==> src/design/skt_pkg.sv <==
package skt_pkg;

  // Table size and derived widths.
  localparam int unsigned DEPTH  = 16;
  localparam int unsigned ADDR_W = (DEPTH > 1) ? $clog2(DEPTH) : 1;
  localparam int unsigned CNT_W  = $clog2(DEPTH + 1);

  // Fixed field widths.
  localparam int unsigned KEY_W   = 32;
  localparam int unsigned PAY_W   = 32;
  localparam int unsigned COUNT_W = 7;
  localparam int unsigned ENTRY_W = KEY_W + PAY_W;

  // Operation codes.
  localparam logic [1:0] OP_INSERT = 2'd0;
  localparam logic [1:0] OP_DELETE = 2'd1;
  localparam logic [1:0] OP_DUMP   = 2'd2;

  // Status codes.
  localparam logic [1:0] ST_OK       = 2'd0;
  localparam logic [1:0] ST_NOTFOUND = 2'd1;
  localparam logic [1:0] ST_EMPTY    = 2'd2;
  localparam logic [1:0] ST_FULL     = 2'd3;

  // Input word.
  typedef struct packed {
    logic [1:0]              operation;
    logic signed [KEY_W-1:0] key;
    logic [PAY_W-1:0]        payload;
  } in_word_t;

  // Result word.
  typedef struct packed {
    logic [1:0]              status;
    logic signed [KEY_W-1:0] entry_key;
    logic [PAY_W-1:0]        entry_payload;
    logic [COUNT_W-1:0]      entry_count;
    logic                    last;
  } out_word_t;

endpackage

==> src/design/skt_ram.sv <==
module skt_ram #(
  parameter int unsigned WIDTH = 8,
  parameter int unsigned DEPTH = 16
) (
  input  logic                                        clk_i,
  input  logic                                        we_i,
  input  logic [((DEPTH > 1) ? $clog2(DEPTH) : 1)-1:0] waddr_i,
  input  logic [WIDTH-1:0]                            wdata_i,
  input  logic                                        re_i,
  input  logic [((DEPTH > 1) ? $clog2(DEPTH) : 1)-1:0] raddr_i,
  output logic [WIDTH-1:0]                            rdata_o
);

  logic [WIDTH-1:0] mem_q [DEPTH];
  logic [WIDTH-1:0] rdata_q;

  // One write port and one registered read port.
  always_ff @(posedge clk_i) begin
    if (we_i) begin
      mem_q[waddr_i] <= wdata_i;
    end
    if (re_i) begin
      rdata_q <= mem_q[raddr_i];
    end
  end

  assign rdata_o = rdata_q;

endmodule

==> src/design/sorted_key_table_insert_delete_unit.sv <==
// Sorted key table: holds up to DEPTH entries (signed key, 32-bit payload) in
// ascending key order in one single-port-read RAM, and handles one word at a
// time, taking a new one only while in_stall_o is low. An insert scans from
// the front for the first key not below the new one, then moves the tail up
// one slot. A delete scans the same way and moves the tail down. A dump reads
// the entries in order and gives one result word for each. Every step goes
// through the RAM's one registered read port. A full-table insert and an
// empty-table delete or dump each give one status word; a delete of a missing
// key stops at the first larger key or at the end of the table. Operation code
// three is dropped without a result. Output stalls hold the unit in its output
// states.
module sorted_key_table_insert_delete_unit
  import skt_pkg::*;
(
  input  logic      clk_i,
  input  logic      rst_ni,
  input  logic      in_valid_i,
  output logic      in_stall_o,
  input  in_word_t  in_word_i,
  output logic      out_valid_o,
  input  logic      out_stall_i,
  output out_word_t out_word_o
);

  // Sequencer states.
  localparam logic [3:0] S_IDLE     = 4'd0;
  localparam logic [3:0] S_SCAN_RD  = 4'd1;
  localparam logic [3:0] S_SCAN_CHK = 4'd2;
  localparam logic [3:0] S_INS_RD   = 4'd3;
  localparam logic [3:0] S_INS_WR   = 4'd4;
  localparam logic [3:0] S_INS_PUT  = 4'd5;
  localparam logic [3:0] S_DEL_RD   = 4'd6;
  localparam logic [3:0] S_DEL_WR   = 4'd7;
  localparam logic [3:0] S_DUMP_RD  = 4'd8;
  localparam logic [3:0] S_DUMP_OUT = 4'd9;
  localparam logic [3:0] S_RESP     = 4'd10;

  logic [3:0]              state_q, state_d;
  logic [CNT_W-1:0]        fill_q, fill_d;
  logic [CNT_W-1:0]        idx_q, idx_d;
  logic [CNT_W-1:0]        pos_q, pos_d;
  logic [1:0]              op_q, op_d;
  logic signed [KEY_W-1:0] key_q, key_d;
  logic [PAY_W-1:0]        pay_q, pay_d;
  logic [1:0]              status_q, status_d;
  logic                    out_valid_q, out_valid_d;
  out_word_t               out_word_q, out_word_d;

  logic                    ram_we, ram_re;
  logic [ADDR_W-1:0]       ram_waddr, ram_raddr;
  logic [ENTRY_W-1:0]      ram_wdata, ram_rdata;
  logic signed [KEY_W-1:0] rd_key;
  logic [PAY_W-1:0]        rd_pay;

  logic [CNT_W-1:0]        idx_inc, idx_dec, fill_last;
  logic                    out_free;

  assign idx_inc   = idx_q + CNT_W'(1);
  assign idx_dec   = idx_q - CNT_W'(1);
  assign fill_last = fill_q - CNT_W'(1);
  assign rd_key    = $signed(ram_rdata[ENTRY_W-1:PAY_W]);
  assign rd_pay    = ram_rdata[PAY_W-1:0];

  // The output register can take a new word this cycle.
  assign out_free = !out_valid_q || !out_stall_i;

  // Entry storage.
  skt_ram #(
    .WIDTH (ENTRY_W),
    .DEPTH (DEPTH)
  ) u_ram (
    .clk_i   (clk_i),
    .we_i    (ram_we),
    .waddr_i (ram_waddr),
    .wdata_i (ram_wdata),
    .re_i    (ram_re),
    .raddr_i (ram_raddr),
    .rdata_o (ram_rdata)
  );

  // Sequencer and datapath control.
  always_comb begin
    state_d     = state_q;
    fill_d      = fill_q;
    idx_d       = idx_q;
    pos_d       = pos_q;
    op_d        = op_q;
    key_d       = key_q;
    pay_d       = pay_q;
    status_d    = status_q;
    out_valid_d = out_valid_q && out_stall_i;
    out_word_d  = out_word_q;
    ram_we      = 1'b0;
    ram_re      = 1'b0;
    ram_waddr   = idx_q[ADDR_W-1:0];
    ram_raddr   = idx_q[ADDR_W-1:0];
    ram_wdata   = ram_rdata;

    unique case (state_q)
      S_IDLE: begin
        if (in_valid_i) begin
          op_d  = in_word_i.operation;
          key_d = in_word_i.key;
          pay_d = in_word_i.payload;
          idx_d = '0;
          case (in_word_i.operation)
            OP_INSERT: begin
              if (fill_q == CNT_W'(DEPTH)) begin
                status_d = ST_FULL;
                state_d  = S_RESP;
              end else begin
                state_d = S_SCAN_RD;
              end
            end
            OP_DELETE: begin
              if (fill_q == '0) begin
                status_d = ST_EMPTY;
                state_d  = S_RESP;
              end else begin
                state_d = S_SCAN_RD;
              end
            end
            OP_DUMP: begin
              if (fill_q == '0) begin
                status_d = ST_EMPTY;
                state_d  = S_RESP;
              end else begin
                state_d = S_DUMP_RD;
              end
            end
            default: begin
              state_d = S_IDLE;
            end
          endcase
        end
      end

      // Walk the entries until a key not below the operation key turns up.
      S_SCAN_RD: begin
        if (idx_q == fill_q) begin
          if (op_q == OP_INSERT) begin
            pos_d   = idx_q;
            state_d = S_INS_RD;
          end else begin
            status_d = ST_NOTFOUND;
            state_d  = S_RESP;
          end
        end else begin
          ram_re  = 1'b1;
          state_d = S_SCAN_CHK;
        end
      end

      S_SCAN_CHK: begin
        if (rd_key < key_q) begin
          idx_d   = idx_inc;
          state_d = S_SCAN_RD;
        end else if (op_q == OP_INSERT) begin
          pos_d   = idx_q;
          idx_d   = fill_q;
          state_d = S_INS_RD;
        end else if (rd_key == key_q) begin
          state_d = S_DEL_RD;
        end else begin
          status_d = ST_NOTFOUND;
          state_d  = S_RESP;
        end
      end

      // Move entries up one slot, from the end down to the insert point.
      S_INS_RD: begin
        if (idx_q == pos_q) begin
          state_d = S_INS_PUT;
        end else begin
          ram_re    = 1'b1;
          ram_raddr = idx_dec[ADDR_W-1:0];
          state_d   = S_INS_WR;
        end
      end

      S_INS_WR: begin
        ram_we  = 1'b1;
        idx_d   = idx_dec;
        state_d = S_INS_RD;
      end

      S_INS_PUT: begin
        ram_we    = 1'b1;
        ram_waddr = pos_q[ADDR_W-1:0];
        ram_wdata = {key_q, pay_q};
        fill_d    = fill_q + CNT_W'(1);
        status_d  = ST_OK;
        state_d   = S_RESP;
      end

      // Move entries down one slot over the deleted one.
      S_DEL_RD: begin
        if (idx_q == fill_last) begin
          fill_d   = fill_last;
          status_d = ST_OK;
          state_d  = S_RESP;
        end else begin
          ram_re    = 1'b1;
          ram_raddr = idx_inc[ADDR_W-1:0];
          state_d   = S_DEL_WR;
        end
      end

      S_DEL_WR: begin
        ram_we  = 1'b1;
        idx_d   = idx_inc;
        state_d = S_DEL_RD;
      end

      // Read each entry and hand it to the output register.
      S_DUMP_RD: begin
        ram_re  = 1'b1;
        state_d = S_DUMP_OUT;
      end

      S_DUMP_OUT: begin
        if (out_free) begin
          out_valid_d                = 1'b1;
          out_word_d.status          = ST_OK;
          out_word_d.entry_key       = rd_key;
          out_word_d.entry_payload   = rd_pay;
          out_word_d.entry_count     = COUNT_W'(fill_q);
          out_word_d.last            = (idx_q == fill_last);
          if (idx_q == fill_last) begin
            state_d = S_IDLE;
          end else begin
            idx_d   = idx_inc;
            state_d = S_DUMP_RD;
          end
        end
      end

      // Single status word for insert, delete and the empty or full cases.
      S_RESP: begin
        if (out_free) begin
          out_valid_d              = 1'b1;
          out_word_d.status        = status_q;
          out_word_d.entry_key     = key_q;
          out_word_d.entry_payload = '0;
          out_word_d.entry_count   = COUNT_W'(fill_q);
          out_word_d.last          = 1'b1;
          state_d                  = S_IDLE;
        end
      end

      default: begin
        state_d = S_IDLE;
      end
    endcase
  end

  // Control registers.
  always_ff @(posedge clk_i or negedge rst_ni) begin
    if (!rst_ni) begin
      state_q     <= S_IDLE;
      fill_q      <= '0;
      out_valid_q <= 1'b0;
    end else begin
      state_q     <= state_d;
      fill_q      <= fill_d;
      out_valid_q <= out_valid_d;
    end
  end

  // Payload registers.
  always_ff @(posedge clk_i) begin
    idx_q      <= idx_d;
    pos_q      <= pos_d;
    op_q       <= op_d;
    key_q      <= key_d;
    pay_q      <= pay_d;
    status_q   <= status_d;
    out_word_q <= out_word_d;
  end

  assign in_stall_o  = (state_q != S_IDLE);
  assign out_valid_o = out_valid_q;
  assign out_word_o  = out_word_q;

endmodule
==> config.mk <==
export PLATFORM = sky130hd
export DESIGN_NAME = sorted_key_table_insert_delete_unit
export DESIGN_NICKNAME = d
export VERILOG_FILES = /design/src/design/skt_pkg.sv /design/src/design/skt_ram.sv /design/src/design/sorted_key_table_insert_delete_unit.sv
export SDC_FILE = /design/constraint.sdc
export NUM_CORES = 2
export LEC_CHECK = 0
export BUFFER_PORTS_ARGS = -buffer_cell sky130_fd_sc_hd__buf_2
export CORE_ASPECT_RATIO = 2
export CORE_UTILIZATION = 29
export DETAILED_ROUTE_END_ITERATION = 12
export GPL_TIMING_DRIVEN = 0
export SYNTH_ARGS = -nofsm -noshare
export SYNTH_HDL_FRONTEND = slang
export SYNTH_SLANG_ARGS = --single-unit
==> constraint.sdc <==
create_clock -name clk_i -period 12.4 [get_ports clk_i]
set_input_delay 0.62 -clock clk_i [delete_from_list [all_inputs] [get_ports clk_i]]
set_output_delay 0.62 -clock clk_i [all_outputs]
set_load 0.02 [all_outputs]
# Yosys cells after proc, flatten, opt, wreduce, memory -nomap -nowiden
# Memory sizes are Yosys's and may differ from the RTL's. A register that Yosys moved wholly into a read port is not among the register bits.
# Cells that the tools add are included.
# op_classes
addsub	4
magnitude_cmp	1
eq_ne	31
n_mux	56
n_reduce_logical	24
# ops
operator	n
74-bit 2-to-1 mux	2
74-bit case mux with 2 select lines	1
64-bit 2-to-1 mux	1
4-bit 2-to-1 mux	15
5-bit 2-to-1 mux	9
4-bit case mux with 11 select lines	1
32-bit equality test	1
32-bit less-than comparator	1
5-bit case mux with 5 select lines	1
2-bit 2-to-1 mux	10
2-bit inequality test, second input constant	10
5-bit case mux with 2 select lines	2
4-bit by 3-bit equality test with 1-bit output, second input constant	4
5-bit equality test	3
4-bit equality test, second input constant	3
4-bit case mux with 3 select lines	1
11-bit AND reduction	1
5-bit by 1-bit adder with 5-bit output, second input constant	2
2-bit case mux with 5 select lines	1
5-bit nonzero test	2
5-bit by 1-bit subtractor with 5-bit output, second input constant	2
1-bit 2-to-1 mux	9
3-bit inequality test, second input constant	3
3-bit AND reduction	3
other kinds (21)	28
# totals
regBits	162
ram_bits	1024
inputBits	70
output_inout_bits	76
word_cells	131
mem_count	1
# mem_list
memory	depth	word_bits	read_ports	rd_ports_with_merged_regs	write_ports	line	text
u_ram.mem_q	16	64	1	1	1	skt_ram.sv:14	logic [WIDTH-1:0] mem_q [DEPTH];

# Depth between registers and ports, before layout
# logic_depth
word_depth	5
depth_mapped	15
ltp_nobuf	10

# Cells and area by module
# Synthesis repeated with hierarchy kept, for this count alone.
# unflattened
cells_unflattened	2336
area_unflattened_um2	48559.1
# modules_own_cells
mod	n_inst	cells_per_inst	area_each_um2
skt_ram	1	1647	40223.6
sorted_key_table_insert_delete_unit	1	689	8335.5

# Worst setup path after synthesis
# Ideal clock, no wire load.
# synth_path
path_type	register -> register
from	register idx_q[0]
to	register u_ram.rdata_q[0] (netlist: u_ram.rdata_o[0]), read port of u_ram.mem_q, enable pin
setup_ps	580
arrival_time_ps	5790
required_ps	11820
setup_slack_ps	6030
stages_incl_launch_ff	8
synth_period_minus_slack_ps	6370
path_cell_list	edfxtp_1 clkbuf_1 xnor2_1 nand3_1 nor3_1 nor3_1 a21oi_1 o31ai_1
# synth_via
elab_chain_cells	3
word_cells_on_any_way	12
# synth_lines
element	line	text
start, declared	sorted_key_table_insert_delete_unit.sv:40	logic [CNT_W-1:0] idx_q, idx_d;
start signal, assigned	sorted_key_table_insert_delete_unit.sv:272	idx_q <= idx_d;
5-bit equality test (on tied branches)	sorted_key_table_insert_delete_unit.sv:198, sorted_key_table_insert_delete_unit.sv:140, sorted_key_table_insert_delete_unit.sv:172	
1-bit 2-to-1 mux (on tied branches)	sorted_key_table_insert_delete_unit.sv:198, sorted_key_table_insert_delete_unit.sv:140, sorted_key_table_insert_delete_unit.sv:172	
1-bit case mux with 4 select lines (*)	sorted_key_table_insert_delete_unit.sv:99	unique case (state_q)
named net ram_re	sorted_key_table_insert_delete_unit.sv:49	logic ram_we, ram_re;
end, declared	skt_ram.sv:15	logic [WIDTH-1:0] rdata_q;
# Mark *: on every way through the listed nets, which the timed path passes. The rest lies on a longest branch.
# A chain may end at the register's enable or synchronous reset.

# Final worst setup path
# layout_path
from	register state_q[0]
to	memory u_ram.mem_q[3][40] in the netlist's numbering, enable pin
# layout_via
elab_chain_cells	5
word_cells_on_any_way	8
# layout_lines
element	line	text
start, declared	sorted_key_table_insert_delete_unit.sv:38	logic [3:0] state_q, state_d;
start signal, assigned	sorted_key_table_insert_delete_unit.sv:264	state_q <= state_d;
4-bit by 3-bit equality test with 1-bit output	sorted_key_table_insert_delete_unit.sv:99	
3-bit OR reduction (no source line)	-	
1-bit 2-to-1 mux	sorted_key_table_insert_delete_unit.sv:99	
1-bit 2-to-1 mux	skt_ram.sv:19	if (we_i) begin
1-bit 2-to-1 mux (implied by the code)	skt_ram.sv:20	mem_q[waddr_i] <= wdata_i;
end, declared	skt_ram.sv:14	
# Parallel ways exist; a longest one is shown, timed or not.

==> results.py <==
metrics = {
    "status": {
        "status": "finished clean",
    },
    "sta": {
        "tightest_slew_ps": 1406,
        "max_freq_ghz": 0.1806,
        "finalCritPeriodShare_pct": 44.66,
        "hold_viol_final": 0,
        "drv_slew": 0,
        "grt_setup_unrepaired": "no",
        "finClkSkew_ps": 27.81,
        "fin_crit_ps": 5538,
        "setup_viol": 0,
        "slew-limit-headroom_pct": 6.276,
    },
    "setup_path": {
        "worst_r2r_endpoint": "u_ram.mem_q[3][40]$_DFFE_PP_",
        "crit_start": "state_q[0]$_DFFE_PN0P_",
        "setup.worst_path.end": "u_ram.mem_q[3][40]$_DFFE_PP_",
        "end_kind": "flip-flop",
        "worstPathMaxFanout": 21,
        "critPathRequiredTime_ps": 12800,
        "rrSetupSlack_ps": 6860,
        "critical_path_class": "reg2reg",
        "r2r_cells": 10,
        "reg2reg_from": "state_q[0]$_DFFE_PN0P_",
        "arrival_ps": 5940,
        "start_kind": "flip-flop",
    },
    "global_route": {
        "grt_pass1_wl_um": 209600,
        "antenna_found_initial": 14,
        "grt_start_max_net_pins": 38,
        "gr-total-overflow": 0,
        "grtUsageTotal_pct": 16.14,
        "grt_pass1_vias": 30532,
    },
    "hold_path": {
        "hold_start": "in_word_i[12]",
        "hp-class": "in2reg",
    },
    "logic_synthesis": {
        "synth_ff_type": "edfxtp_1",
        "synth_area_leaders": "edfxtp_1 (73%), o211ai_1 (5.7%), mux2_2 (5.0%)",
        "synth_cells": 3211,
        "synth_warnings": 0,
        "ys_types": 66,
        "ys_seq_area_share_pct": 73.01,
        "yosysTopAreaCellShare_pct": 72.52,
        "ys_ff_latch": 1248,
        "synth-edff-count": 1238,
        "netlist.top_cell.by_area": "edfxtp_1",
        "synth_area_sq_mm": 0.05126,
        "async_reset_ff_share_pct": 0.8013,
        "synth_area_per_cell_sq_um": 15.96,
    },
    "route": {
        "firstDrtPassIters": 6,
        "drt_iter0_markers": 2291,
        "wl_per_cell_um": 24.89,
        "vias": 29636,
        "drc": 0,
        "wl_um": 147100,
        "ant_nets": 0,
        "viasPerCell": 5.015,
    },
    "placed_design": {
        "place_congestion": 0.8683,
        "port_buffers": 143,
        "dp_hpwl_um": 104200,
        "dpl-instance-area_sq_mm": 0.05621,
    },
    "cts": {
        "cts.sinks": 1248,
        "clkLatencyLatePin_ps": 710,
        "cts_buffers": 105,
        "cts_setup_buffers": 0,
        "post_cts_resized": 0,
        "htree_levels": 3,
        "clock_path_buffers": 3,
        "cts_tree": "built",
        "root_buffer": "clkbuf_16",
        "clk_pin_slew_ps": 80,
        "cts-hold-fix-buffers": 1,
    },
    "cells_and_area": {
        "layout_commonest_cell": "edfxtp_1",
        "drive_gt1_share_pct": 18.89,
        "nets": 3632,
        "final_area_sq_mm": 0.05985,
        "layout_common_cells": "edfxtp_1 (1238), o211ai_1 (387), o21ai_0 (237)",
        "area_growth_pct": 16.76,
    },
    "die": {
        "fp.dieH_um": 596.6,
        "ios": 146,
        "start_util_pct": 29.27,
        "fp.coreArea_sq_mm": 0.1751,
        "design.die.area_sq_mm": 0.1785,
        "dieWidth_um": 299.3,
        "row_count": 217,
    },
    "power": {
        "powerDensity_mw_per_mm2": 250.1,
        "irDropWorstVdd_v": 0.0001404,
        "p_switching_uw": 5607,
        "clock_power_share_pct": 23.6,
        "combPwrFrac_pct": 37.3,
        "power_uw": 14970,
        "seqPwrFrac_pct": 39.1,
        "switching_share_pct": 37.45,
        "internal_power_uw": 9365,
        "leakagePower_uw": 0.01950,
    },
    "flow_run": {
        "cap_violations": 0,
    },
}
-- layout make-up --
cell class | instances | area, sq um
multi-input combinational | 1513 | 12140
antenna | 4 | 10.01
buffer | 213 | 967.2
clock inverter | 71 | 890.9
fill | 16661 | 115300
sequential | 1248 | 37430
clock buffer | 121 | 2730
timing repair buffer | 202 | 1917
tap | 2299 | 2877
inverter | 238 | 893.4
-- state kept, by name (all words and copies together), names as in the netlist --
signal         cells
status_q           2
idx_q              5
u_ram.rdata_o     64
key_q             32
fill_q             5
state_q            4
out_word_o        72
u_ram.mem_q     1024
pos_q              5
pay_q             32
op_q               2
out_valid_o        1
-- power by group through the flow --
stage | Clock [uW] | Combinational, uW | Sequential (uW)
final | 3540 | 5580 | 5850
after global routing | 3730 | 5930 | 5880
after CTS | 3590 | 5630 | 5850
after detailed placement | 0 | 5600 | 5940
after global placement | 0 | 5390 | 6040
after floorplan | 0 | 3230 | 5970
-- Yosys cell counts (3+ instances only) --
master	count
a21o_1	7
a21oi_1	34
a31oi_1	7
and2_1	33
and3_1	3
buf_1	5
buf_2	32
buf_4	24
buf_6	5
clkbuf_1	147
dfrtp_1	10
edfxtp_1	1238
ha_1	41
inv_1	236
mux2_1	90
mux2_2	229
mux2i_1	132
nand2_1	62
nand2b_1	5
nand3_1	16
nand4_1	13
nor2_1	51
nor2b_1	7
nor3_1	14
nor4_1	4
o2111ai_1	64
o211ai_1	387
o21ai_0	238
o221ai_1	5
or2_2	3
xnor2_1	10
xor2_1	14
-- how the worst min path moves through the flow --
| stage | to | cells after the start | slack, ps |
|---|---|---|---|
| finish | pay_q[12]$_DFFE_PP_ | 1 | 80 |
| global route | pay_q[12]$_DFFE_PP_ | 1 | 60 |
| CTS | key_q[20]$_DFFE_PP_ | 1 | 50 |
| detailed placement | out_word_o[5]$_DFFE_PP_ | 0 | 430 |
| global placement | out_word_o[5]$_DFFE_PP_ | 0 | 420 |
| floorplan | fill_q[0]$_DFFE_PN0P_ | 0 | 320 |
-- routing by layer --
layer  routed length, um  global-route usage, %  vias up
met1               51050                  16.94    15003
met2               81070                  31.28     1151
met5                 113                      0        -
li1                    -                      -    13133
met3                8354                  2.217      329
met4                6518                  7.281       20
-- per-stage QoR --
stage / setup WS, ps / setup TNS [ps] / hold WS, ps / util [%] / std cells
4_1_cts: 6970 / 0 / 46.99 / 34.17 / 5905
2_1_floorplan: 6030 / 0 / 324.4 / - / 3212
3_5_place_dp: 7019 / 0 / 429.9 / 32.10 / 5712
3_3_place_gp: -966.8 / -60570 / 423.6 / 31.32 / 5654
5_1_grt: 6819 / 0 / 61.96 / 34.17 / 5906
6_report: 6862 / 0 / 83.94 / 34.18 / 5909
-- logic make-up after synthesis --
logic type / count (synthesis) / synth area share [%]
simple gates: 223 / 2.155
xor+xnor: 25 / 0.4564
other cells: 1 / 0.007316
fa+ha+maj: 41 / 1.001
compound gates: 771 / 10.15
flops: 1248 / 73.01
buf+inv: 451 / 3.630
mux: 451 / 9.586
-- critical path, cell delays in order (launching register included) --
cell	delay, ps
dfrtp_1	510
clkbuf_1	380
nand2b_1	230
nor2_1	280
clkbuf_1	1060
buf_1	890
a31oi_1	550
nor2_4	570
buf_12	260
buf_12	220
buf_16	190
Note: power is estimated with default switching activity, not from simulation.
